--- src/hw/rtl/gsc_pkg.sv ---
// ----------------------------------------------------------------------------
// gsc_pkg
// Shared types and constants of the gravity source-term corrector.
// ----------------------------------------------------------------------------
`default_nettype none

package gsc_pkg;

    localparam int FRAC_BITS  = 16;
    localparam int TAG_BITS   = 20;
    localparam int ROUND_SH   = 2 * FRAC_BITS + 1;
    localparam int DCAP_W     = 34;
    localparam int DIV_STEPS  = 33;
    localparam int PRE_STAGES = 8;
    localparam int NST        = PRE_STAGES + DIV_STEPS + 2;
    localparam int Q_DEPTH    = 2;
    localparam int Q_PTR_W    = $clog2(Q_DEPTH);
    localparam int Q_CNT_W    = $clog2(Q_DEPTH + 1);
    localparam int CFG_IDX_W  = 3;

    typedef enum logic [CFG_IDX_W-1:0] {
        CFG_TIME_STEP  = 3'd0,
        CFG_GRAV_X     = 3'd1,
        CFG_GRAV_Y     = 3'd2,
        CFG_GRAV_Z     = 3'd3,
        CFG_CELL_GRAV  = 3'd4,
        CFG_THREE_DIM  = 3'd5
    } gsc_cfg_idx_t;

    localparam logic [1:0] ST_OK   = 2'd0;
    localparam logic [1:0] ST_SAT  = 2'd1;
    localparam logic [1:0] ST_ZERO = 2'd2;

    typedef struct packed {
        logic [30:0]      dt;
        logic [2:0][31:0] grav;
        logic             cell_grav;
        logic             three_dim;
    } gsc_cfg_t;

    typedef struct packed {
        logic [TAG_BITS-1:0] tag;
        logic [30:0]         rho_new;
        logic [31:0]         rho_sum;
        logic [2:0][31:0]    gmag;
        logic [2:0]          gneg;
        logic [2:0][31:0]    mom;
        logic [31:0]         energy;
        logic                zero;
    } gsc_item_t;

endpackage

`default_nettype wire

--- src/hw/rtl/gsc_queue.sv ---
// ----------------------------------------------------------------------------
// gsc_queue
// Short queue of classified cells between front and back.
// ----------------------------------------------------------------------------
`default_nettype none

module gsc_queue
    import gsc_pkg::*;
(
    input  wire logic      clk,
    input  wire logic      rst_n,
    input  wire logic      in_valid,
    output logic           in_ready,
    input  wire gsc_item_t in_item,
    output logic           out_valid,
    input  wire logic      out_ready,
    output gsc_item_t      out_item
);

    gsc_item_t            ent_reg [Q_DEPTH];
    logic [Q_PTR_W-1:0]   wr_ptr_reg;
    logic [Q_PTR_W-1:0]   rd_ptr_reg;
    logic [Q_CNT_W-1:0]   cnt_reg;
    logic                 push;
    logic                 pop;

    assign in_ready  = (cnt_reg != Q_CNT_W'(Q_DEPTH));
    assign out_valid = (cnt_reg != '0);
    assign out_item  = ent_reg[rd_ptr_reg];
    assign push      = in_valid && in_ready;
    assign pop       = out_valid && out_ready;

    always_ff @(posedge clk or negedge rst_n)
    begin
        if (!rst_n)
        begin
            wr_ptr_reg <= '0;
            rd_ptr_reg <= '0;
            cnt_reg    <= '0;
        end
        else
        begin
            if (push)
            begin
                wr_ptr_reg <= (wr_ptr_reg == Q_PTR_W'(Q_DEPTH - 1)) ? '0 : wr_ptr_reg + 1'b1;
            end
            if (pop)
            begin
                rd_ptr_reg <= (rd_ptr_reg == Q_PTR_W'(Q_DEPTH - 1)) ? '0 : rd_ptr_reg + 1'b1;
            end
            if (push && !pop)
            begin
                cnt_reg <= cnt_reg + 1'b1;
            end
            else if (pop && !push)
            begin
                cnt_reg <= cnt_reg - 1'b1;
            end
        end
    end

    always_ff @(posedge clk)
    begin
        if (push)
        begin
            ent_reg[wr_ptr_reg] <= in_item;
        end
    end

endmodule

`default_nettype wire

--- config.mk ---
export PLATFORM = sky130hd
export DESIGN_NAME = gsc_queue
export DESIGN_NICKNAME = d
export VERILOG_FILES = /design/src/hw/rtl/gsc_pkg.sv /design/src/hw/rtl/gsc_queue.sv
export SDC_FILE = /design/constraint.sdc
export NUM_CORES = 1
export LEC_CHECK = 0
export BUFFER_PORTS_ARGS = -buffer_cell sky130_fd_sc_hd__buf_2
export CAP_MARGIN = 20
export CORE_AREA = 5 5 239 241
export CTS_CLUSTER_DIAMETER = 40
export DETAILED_ROUTE_END_ITERATION = 6
export DIE_AREA = 0 0 244 246
export GPL_TIMING_DRIVEN = 0
export HOLD_SLACK_MARGIN = 0.03
export PLACE_DENSITY_LB_ADDON = 0.05
export SLEW_MARGIN = 5
export SYNTH_ARGS = -nofsm -noshare
export SYNTH_HDL_FRONTEND = slang
export SYNTH_SLANG_ARGS = --single-unit
export TNS_END_PERCENT = 20
--- constraint.sdc ---
create_clock -name clk -period 21 [get_ports clk]
set_clock_uncertainty 0.15 [all_clocks]
set_input_delay 1.05 -clock clk [delete_from_list [all_inputs] [get_ports clk]]
set_output_delay 1.05 -clock clk [all_outputs]
set_load 0.005 [all_outputs]
==> results.ini <==
[worst_setup_path]
crit_top_cell=buf_12
slowest_stage=nor2_4
start_kind=register
cp.arrival_ns=3.40
r2r_cells=10
timing.rr.end=ent_reg[0][135]
r2r_slack_ns=17.75
path_class=register to register
crit_end=ent_reg[0][135]
max_stage_delay_ns=0.50
r2r-start=cnt_reg[0]
crit_chain=nand2b_1, nand2_1, nor2_4, buf_16, buf_12, buf_12, buf_12, buf_12, buf_16, buf_12
crit_fanout=29
required_ns=21.15
startpoint=cnt_reg[0]
cp-end-kind=register

[power]
fin_total_pwr_mw=4.77
p_sw_frac=0.280
vdd_drop_max_mv=0.0971
combPwrFrac=0.312
seqPwrFrac=0.370
p_clk_frac=0.319
power.density_nw_per_um2=151
p_sw_mw=1.34
p_int_mw=3.44
p_leak_nw=12.7

[sta]
worstMarginPinSlew_ns=0.629
hold_ws_ns=0.0758
hold_viol_final=0
fin_crit_sh=0.155
drv_slew=0
relSlewSlack=0.581
max_freq_mhz=308
setup_viol=0
post-route-min-period_ns=3.25
grt_setup_unrepaired=no

[routing]
num_vias=12113
drt-vias-per-instance=4.79
drtIter0Drc=506
drt-total-wl_mm=60.1
avgRoutedWirePerCell_um=23.8
drc=0
drtPass1Iterations=4
antenna_left=0

[synthesis]
synthTopCellsByArea=edfxtp_1 (78%), mux2_4 (18%), buf_12 (1.8%)
yosysSeqAreaShare=0.783
yosys.cell_types.count=16
synth_top_area_share=0.778
synth_ff_type=edfxtp_1
synthMuxAreaShare=0.190
avgSynthCellArea_um2=24.3
synth_simple_gate_area_frac=0.00141
synthCells=986
synth_area_um2=24000
ys_ff_latch=626
syn_nets=1302
synthAdderAreaFrac=0.000521
yosys.area_share.xor_xnor=0.00183
synthArstFlopShare=0.00639
synth_edf_count=622
synth_top_family_by_area=multiplexers
synth-compound-area-share=0
yosys_warnings=0
synth_area_leader_cell=edfxtp_1

[cts]
cts_tree=yes
cts_buffers=96
postCtsResizedCells=0
clk_latency_ns=0.62
h-tree-depth=3
clock-sinks=626
cts-root-buf=clkbuf_16
cts_hold_buf=0
post_cts_buffers=0
cts.clk_slew.worst_paths_ns=0.05
clockBufferDepth=3

[placed_design]
placed_area_um2=28500
dpl.cell_count=2336
port_buffers=627
dp_hpwl_mm=44.4
gp_congestion=0.770

[floorplanning]
die_area_um2=60000
row_count=86
ios=628
core_area_um2=54700
fp.dieW_um=244
die_h_um=246
start_util=0.439

[status]
status=completed

[final_layout]
fin_area_um2=31700
fillers=4252
drive_gt1_frac=0.636
largest_reg_flops=622
fin_util=0.579
final_net_count=2046
area_delta_synth_final_pct=31.9
instances_no_fill=2529

[min_path]
hp-class=input port to asynchronous set/reset pin

[grt]
grt_pass1_wl_mm=84.3
grt_usage=0.193
grt_max_degree=58
grt_pass1_vias=12797
gr-total-overflow=0
antenna_found_initial=40

[run]
cap_viol_max_count=0

## critical path: cells and delay by family, from the launching register on
family | cells | cell delay (ns)
buffers and inverters | 7 | 1.48
flip-flops | 1 | 0.40
AND/OR/NAND/NOR | 3 | 0.81
## metal layers
metal | vias up | global-route usage | part of all wire
met5 | - | 0 | 0.0053
met4 | 46 | 0.0732 | 0.029
met3 | 141 | 0.0912 | 0.10
met2 | 450 | 0.333 | 0.51
met1 | 5966 | 0.206 | 0.36
li1 | 5510 | - | -
## how the worst min path moves through the flow
stage | startpoint | end | slack [ns] | depth (start not counted)
6_report | rst_n | wr_ptr_reg | 0.08 | 1
5_1_grt | rst_n | wr_ptr_reg | 0.05 | 1
4_1_cts | rst_n | wr_ptr_reg | 0.03 | 1
3_5_place_dp | cnt_reg[1] | cnt_reg[1] | 0.34 | 1
3_3_place_gp | wr_ptr_reg | wr_ptr_reg | 0.32 | 1
2_1_floorplan | cnt_reg[1] | cnt_reg[1] | 0.31 | 1
## cells by family (layout without fill, tap and decap cells)
family                   after synthesis  count (layout)
multiplexers                         311             311
flip-flops                           626             626
AND/OR/NAND/NOR                        7               7
other                                  0              16
adder cells (fa/ha/maj)                1               1
XOR/XNOR                               5               5
buffers and inverters                 36             859
## synthesized netlist by cell type (2+ instances only)
master    number
buf_6         10
mux2_2        31
dfrtp_1        4
edfxtp_1     622
buf_2          3
xor2_1         2
mux2_4       280
buf_12        22
nand2_1        2
nor2_1         2
xnor2_1        3
## area by class of cell
type                    instances  area (um^2)  area share
inverters                       1         3.75    0.000119
well taps                     704          881      0.0278
diodes                         16         40.0     0.00126
repair buffers                646         3590       0.113
clock buffers                 109         2490      0.0788
flip-flops and latches        626        18800       0.593
clock inverters                68          651      0.0206
multi-input cells             324         4660       0.147
plain buffers                  35          568      0.0179
## power groups by stage
stage	logic [mW]	clock network [mW]	registers (mW)
2_1_floorplan	0.894	0	1.92
3_3_place_gp	1.45	0	2.02
3_5_place_dp	1.52	0	1.79
4_1_cts	1.52	1.56	1.77
5_1_grt	1.58	1.62	1.79
6_report	1.49	1.52	1.76
## layout by cell type (no fill, tap or decap), types with 2 or more instances in the layout
master,instances
nand2_1,2
edfxtp_1,622
clkbuf_1,11
inv_6,8
xnor2_1,3
bufinv_16,7
buf_6,10
dfrtp_1,4
clkinvlp_4,14
clkinv_2,15
diode_2,16
buf_16,9
mux2_2,31
clkinv_4,10
clkbuf_16,98
clkinv_1,11
buf_12,32
xor2_1,2
buf_2,630
mux2_4,280
## stage by stage
| stage | TNS (ns) | setup WS (ns) |
|---|---|---|
| after detailed placement | 0 | 17.13 |
| after floorplan | 0 | 5.85 |
| after global placement | -901.32 | -2.94 |
| after global routing | 0 | 17.56 |
| final | 0 | 17.75 |
| after CTS | 0 | 17.67 |
Note: power is estimated with default switching activity, not from simulation.
