**config.mk**
```make
export PLATFORM = sky130hd
export DESIGN_NAME = gsc_front
export DESIGN_NICKNAME = d
export VERILOG_FILES = /design/src/hw/rtl/gsc_pkg.sv /design/src/hw/rtl/gsc_front.sv
export SDC_FILE = /design/constraint.sdc
export NUM_CORES = 1
export LEC_CHECK = 0
export ABC_AREA = 1
export BUFFER_PORTS_ARGS = -buffer_cell sky130_fd_sc_hd__clkbuf_2
export CAP_MARGIN = 30
export CORE_AREA = 4 4 291 293
export CTS_BUF_LIST = sky130_fd_sc_hd__clkbuf_16
export DETAILED_ROUTE_END_ITERATION = 12
export DIE_AREA = 0 0 295 297
export GPL_TIMING_DRIVEN = 0
export HOLD_SLACK_MARGIN = 0.02
export PLACE_DENSITY = 0.49
export SYNTH_ARGS = -nofsm -noshare
export SYNTH_HDL_FRONTEND = slang
export SYNTH_SLANG_ARGS = --single-unit
export TNS_END_PERCENT = 30
```
**constraint.sdc**
```tcl
create_clock -name clk -period 15.8 [get_ports clk]
set_input_delay 0.79 -clock clk [delete_from_list [all_inputs] [get_ports clk]]
set_output_delay 0.79 -clock clk [all_outputs]
set_load 0.01 [all_outputs]
```
**src/hw/rtl/gsc_pkg.sv**
```systemverilog
// ----------------------------------------------------------------------------
// gsc_pkg
// Shared types and constants of the gravity source-term corrector.
// ----------------------------------------------------------------------------
`default_nettype none

package gsc_pkg;

    localparam int FRAC_BITS  = 16;
    localparam int TAG_BITS   = 20;
    localparam int ROUND_SH   = 2 * FRAC_BITS + 1;
    localparam int DCAP_W     = 34;
    localparam int DIV_STEPS  = 33;
    localparam int PRE_STAGES = 8;
    localparam int NST        = PRE_STAGES + DIV_STEPS + 2;
    localparam int Q_DEPTH    = 2;
    localparam int Q_PTR_W    = $clog2(Q_DEPTH);
    localparam int Q_CNT_W    = $clog2(Q_DEPTH + 1);
    localparam int CFG_IDX_W  = 3;

    typedef enum logic [CFG_IDX_W-1:0] {
        CFG_TIME_STEP  = 3'd0,
        CFG_GRAV_X     = 3'd1,
        CFG_GRAV_Y     = 3'd2,
        CFG_GRAV_Z     = 3'd3,
        CFG_CELL_GRAV  = 3'd4,
        CFG_THREE_DIM  = 3'd5
    } gsc_cfg_idx_t;

    localparam logic [1:0] ST_OK   = 2'd0;
    localparam logic [1:0] ST_SAT  = 2'd1;
    localparam logic [1:0] ST_ZERO = 2'd2;

    typedef struct packed {
        logic [30:0]      dt;
        logic [2:0][31:0] grav;
        logic             cell_grav;
        logic             three_dim;
    } gsc_cfg_t;

    typedef struct packed {
        logic [TAG_BITS-1:0] tag;
        logic [30:0]         rho_new;
        logic [31:0]         rho_sum;
        logic [2:0][31:0]    gmag;
        logic [2:0]          gneg;
        logic [2:0][31:0]    mom;
        logic [31:0]         energy;
        logic                zero;
    } gsc_item_t;

endpackage

`default_nettype wire

```
**src/hw/rtl/gsc_front.sv**
```systemverilog
// ----------------------------------------------------------------------------
// gsc_front
// Accepts a cell, selects its gravity and flags zero density.
// ----------------------------------------------------------------------------
`default_nettype none

module gsc_front
    import gsc_pkg::*;
(
    input  wire logic                clk,
    input  wire logic                rst_n,
    input  wire gsc_cfg_t            cfg,
    input  wire logic                in_valid,
    output logic                     in_ready,
    input  wire logic [TAG_BITS-1:0] cell_tag,
    input  wire logic [30:0]         rho_old,
    input  wire logic [30:0]         rho_new,
    input  wire logic [31:0]         mom_x_in,
    input  wire logic [31:0]         mom_y_in,
    input  wire logic [31:0]         mom_z_in,
    input  wire logic [31:0]         energy_in,
    input  wire logic [31:0]         field_grav_x,
    input  wire logic [31:0]         field_grav_y,
    input  wire logic [31:0]         field_grav_z,
    output logic                     out_valid,
    input  wire logic                out_ready,
    output gsc_item_t                out_item
);

    logic             valid_reg;
    gsc_item_t        item_reg;
    gsc_item_t        item_next;
    logic [2:0][31:0] g;
    logic [2:0][31:0] fld;

    assign fld = {field_grav_z, field_grav_y, field_grav_x};

    always_comb
    begin
        item_next         = '0;
        item_next.tag     = cell_tag;
        item_next.rho_new = rho_new;
        item_next.rho_sum = {1'b0, rho_old} + {1'b0, rho_new};
        item_next.mom     = {mom_z_in, mom_y_in, mom_x_in};
        item_next.energy  = energy_in;
        item_next.zero    = (rho_new == '0);
        for (int i = 0; i < 3; i++)
        begin
            g[i] = cfg.cell_grav ? fld[i] : cfg.grav[i];
            item_next.gneg[i] = g[i][31];
            item_next.gmag[i] = g[i][31] ? (32'd0 - g[i]) : g[i];
        end
        if (!cfg.three_dim)
        begin
            item_next.gmag[2] = '0;
            item_next.gneg[2] = 1'b0;
        end
    end

    assign in_ready  = !valid_reg || out_ready;
    assign out_valid = valid_reg;
    assign out_item  = item_reg;

    always_ff @(posedge clk or negedge rst_n)
    begin
        if (!rst_n)
        begin
            valid_reg <= 1'b0;
        end
        else if (in_ready)
        begin
            valid_reg <= in_valid;
        end
    end

    always_ff @(posedge clk)
    begin
        if (in_valid && in_ready)
        begin
            item_reg <= item_next;
        end
    end

endmodule

`default_nettype wire

```
==> flow_summary.json <==
{
  "worstSetupPathType": "primary input to flip-flop",
  "fin_skew_ps": 14.1,
  "grt_util_met2_pct": 31.0,
  "core_sq_mm": 0.0818,
  "drive_gt1_share_pct": 33.0,
  "status": "finished, final reports clean",
  "grtUsageTotal_pct": 16.6,
  "yosysTopAreaCell": "edfxtp_1",
  "relSlewSlack_pct": 37.6,
  "rows": 105,
  "gr-usage-met1_pct": 18.3,
  "period_share_pct": 18.2,
  "num_vias": 15300,
  "drv_slew": 0,
  "grt_busiest_layer": "met2",
  "gp_congestion": 0.893,
  "finalNetCount": 3032,
  "clock_sinks": 312,
  "grt_first_pass_wirelength_mm": 105,
  "clockBufferDepth": 3,
  "vias_per_cell": 4.18,
  "final-hold-violation-count": 0,
  "cp_top_family": "simple AND/OR/NAND/NOR gates",
  "dpl.hpwl_mm": 64.7,
  "regArea_sq_mm": 0.00936,
  "arrival_ps": 3180,
  "syn_area_sq_mm": 0.0162,
  "end_kind": "flip-flop",
  "port_buffers": 718,
  "grt_use_met3_pct": 4.39,
  "drv_cap": 0,
  "setup_viol_count_final": 0,
  "worst-path-buf-inv": 6,
  "fin_tns_setup_ps": 0,
  "synth_flop_cell": "edfxtp_1",
  "cts_root_buffer": "clkbuf_16",
  "worstPathRequired_ps": 16100,
  "multi_input_comb_area_sq_mm": 0.00578,
  "synth-async-reset-ratio_pct": 0.321,
  "firstDrtPassIters": 5,
  "final_common_cell": "clkbuf_2",
  "synth-warning-count": 0,
  "htree_levels": 2,
  "dieArea_sq_mm": 0.0876,
  "most-common-layout-cells": "clkbuf_2 (718), nand2_1 (588), edfxtp_1 (311)",
  "crit_path_top_delay_cell": "ha_1",
  "avgSynthCellArea_sq_um": 9.11,
  "ys_types": 39,
  "hold_path.class": "primary input to flip-flop",
  "rsz0062_at_grt": "false",
  "period_needed_ps": 2880,
  "powerDensity_mw_per_mm2": 99.8,
  "die_w_um": 295,
  "ctsResizeCount": 0,
  "gr-total-overflow": 0,
  "clk_pin_slew_ps": 60,
  "antenna_found_initial": 25,
  "ys_top_cells_by_area": "edfxtp_1 (58%), nand2_1 (14%), inv_1 (4.7%)",
  "synth_top_area_share_pct": 57.5,
  "timing.hold.ws_ps": 420,
  "drt_iter0_markers": 890,
  "boundaryPins": 752,
  "synth_fp_nets": 2257,
  "clock_latency_ps": 550,
  "tritoncts": "done",
  "syn_to_final_growth_pct": 39.3,
  "max_stage_delay_ps": 310,
  "netlist_instances": 1783,
  "crit_chain": "buf_6 > inv_4 > buf_6 > buf_6 > nand2_1 > nand2_1 > inv_1 > ha_1 > nand2_1 > nor2_1 > nand2_1 > nor2_1 > nor2_1 > xor2_1 > inv_1",
  "chipHeight_um": 297,
  "wire_per_inst_um": 21.0,
  "remaining_drc_errors": 0,
  "ant_nets": 0,
  "seq_area_frac_synth_pct": 57.7,
  "synth-seq-cells": 312,
  "fill_cells": 8914,
  "cp_common_cell": "nand2_1",
  "routed_wl_mm": 76.7,
  "fmax_mhz": 347,
  "start_util_pct": 19.8,
  "worst_pin_slew_ps": 926,
  "start_kind": "primary input",
  "grt_pass1_vias": 15200,
  "cts_buffers": 39,
  "p_leak_uw": 0.0107,
  "synth-edff-count": 311,
  "irDropWorstVdd_v": 0.0000581,
  "cts_setup_buffers": 0,
  "worst-path-max-fanout": 10,
  "design_power_total_uw": 2260,
  "grt_max_degree": 30
}
-- Yosys cell counts (3+ instances only) --
master    instances
nor2_2           13
nand4_1          17
a21o_1            4
or2_2             5
ha_1             34
o21a_1            3
nand3_1          72
buf_4             5
nor2_1          194
o21ai_1          43
edfxtp_1        311
buf_6            13
o21bai_1          5
o21ai_0          63
clkbuf_1          9
inv_2             6
inv_1           204
o21ai_2          10
nor3_1           17
nor4_1            9
buf_2            11
xor2_1           47
nand3b_1         10
a21oi_1          63
nand2_1         588
xnor2_1           7
nand2_2           3
-- stage by stage --
step	utilization (%)	setup slack, ps	cells	cell area (sq um)
final	27.6	12920	3658	22600
after global routing	27.6	12790	3657	22600
after CTS	27.6	12990	3654	22600
after detailed placement	26.2	12400	3586	21500
after global placement	25.9	573	3571	21200
after floorplan	-	5420	1783	16200
-- timing repair --
item / 4_1_cts / 5_1_grt
hold buffers: 1 / 0
hold endpoints to repair: 1 / 0
endpoints found under the setup margin: 0 / 0
-- power breakdown --
part           total, uW  switching, uW  internal, uW  leakage (uW)
Sequential          1000           16.8           986       0.00298
Clock                823            359           464      0.000581
Combinational        432            281           151       0.00717
Total               2260            656          1600        0.0107
-- cell type report --
| class | count | share of cell area [%] |
|---|---|---|
| Multi-Input combinational cell | 1219 | 25.6 |
| Sequential cell | 312 | 41.4 |
| Tap cell | 1070 | 5.92 |
| Buffer | 41 | 1.36 |
| Timing Repair Buffer | 734 | 17.2 |
| Clock inverter | 28 | 0.725 |
| Clock buffer | 39 | 4.31 |
| Antenna cell | 4 | 0.0443 |
| Inverter | 211 | 3.51 |
-- kinds of logic (layout without fill, tap and decap cells) --
kind of cell | Yosys count | in the layout | synth area share, %
flops | 312 | 312 | 57.7
simple gates | 933 | 933 | 23.3
compound gates | 197 | 197 | 6.57
other cells | 0 | 4 | 0
xor+xnor | 54 | 54 | 2.91
fa+ha+maj | 35 | 35 | 2.74
buf+inv | 252 | 1053 | 6.78
-- registers in the layout, indices dropped and copies added, names as in the netlist --
name and cells:
out_item 311, out_valid 1
-- path summary, 6_finish.rpt --
| check | start | end | slack, ps | cells past startpoint |
|---|---|---|---|---|
| worst max-delay path | cfg[1] | out_item[142]$_DFFE_PP_ | 12920 | 15 |
| worst min-delay path | cell_tag[10] | out_item[301]$_DFFE_PP_ | 420 | 1 |
| worst max register to register | out_valid$_DFFE_PN0N_ | out_item[94]$_DFFE_PP_ | 13330 | 5 |
| max in group asynchronous | rst_n | out_valid$_DFFE_PN0N_ | 15160 | 2 |
| min in group asynchronous | rst_n | out_valid$_DFFE_PN0N_ | 550 | 2 |
| worst min register to register | out_valid$_DFFE_PN0N_ | out_valid$_DFFE_PN0N_ | 600 | 2 |
-- worst reg2reg max path, stage by stage, from the launching register on --
cell     delay, ps
dfrtp_1        420
a21oi_4        720
buf_12         300
buf_12         240
buf_12         240
buf_12         240
-- layer usage --
layer / wire length (um) / vias up
met5: 39 / -
met4: 2290 / 6
met3: 6020 / 125
met2: 39500 / 659
met1: 28800 / 7056
li1: - / 7437
Note: power is estimated with default switching activity, not from simulation.
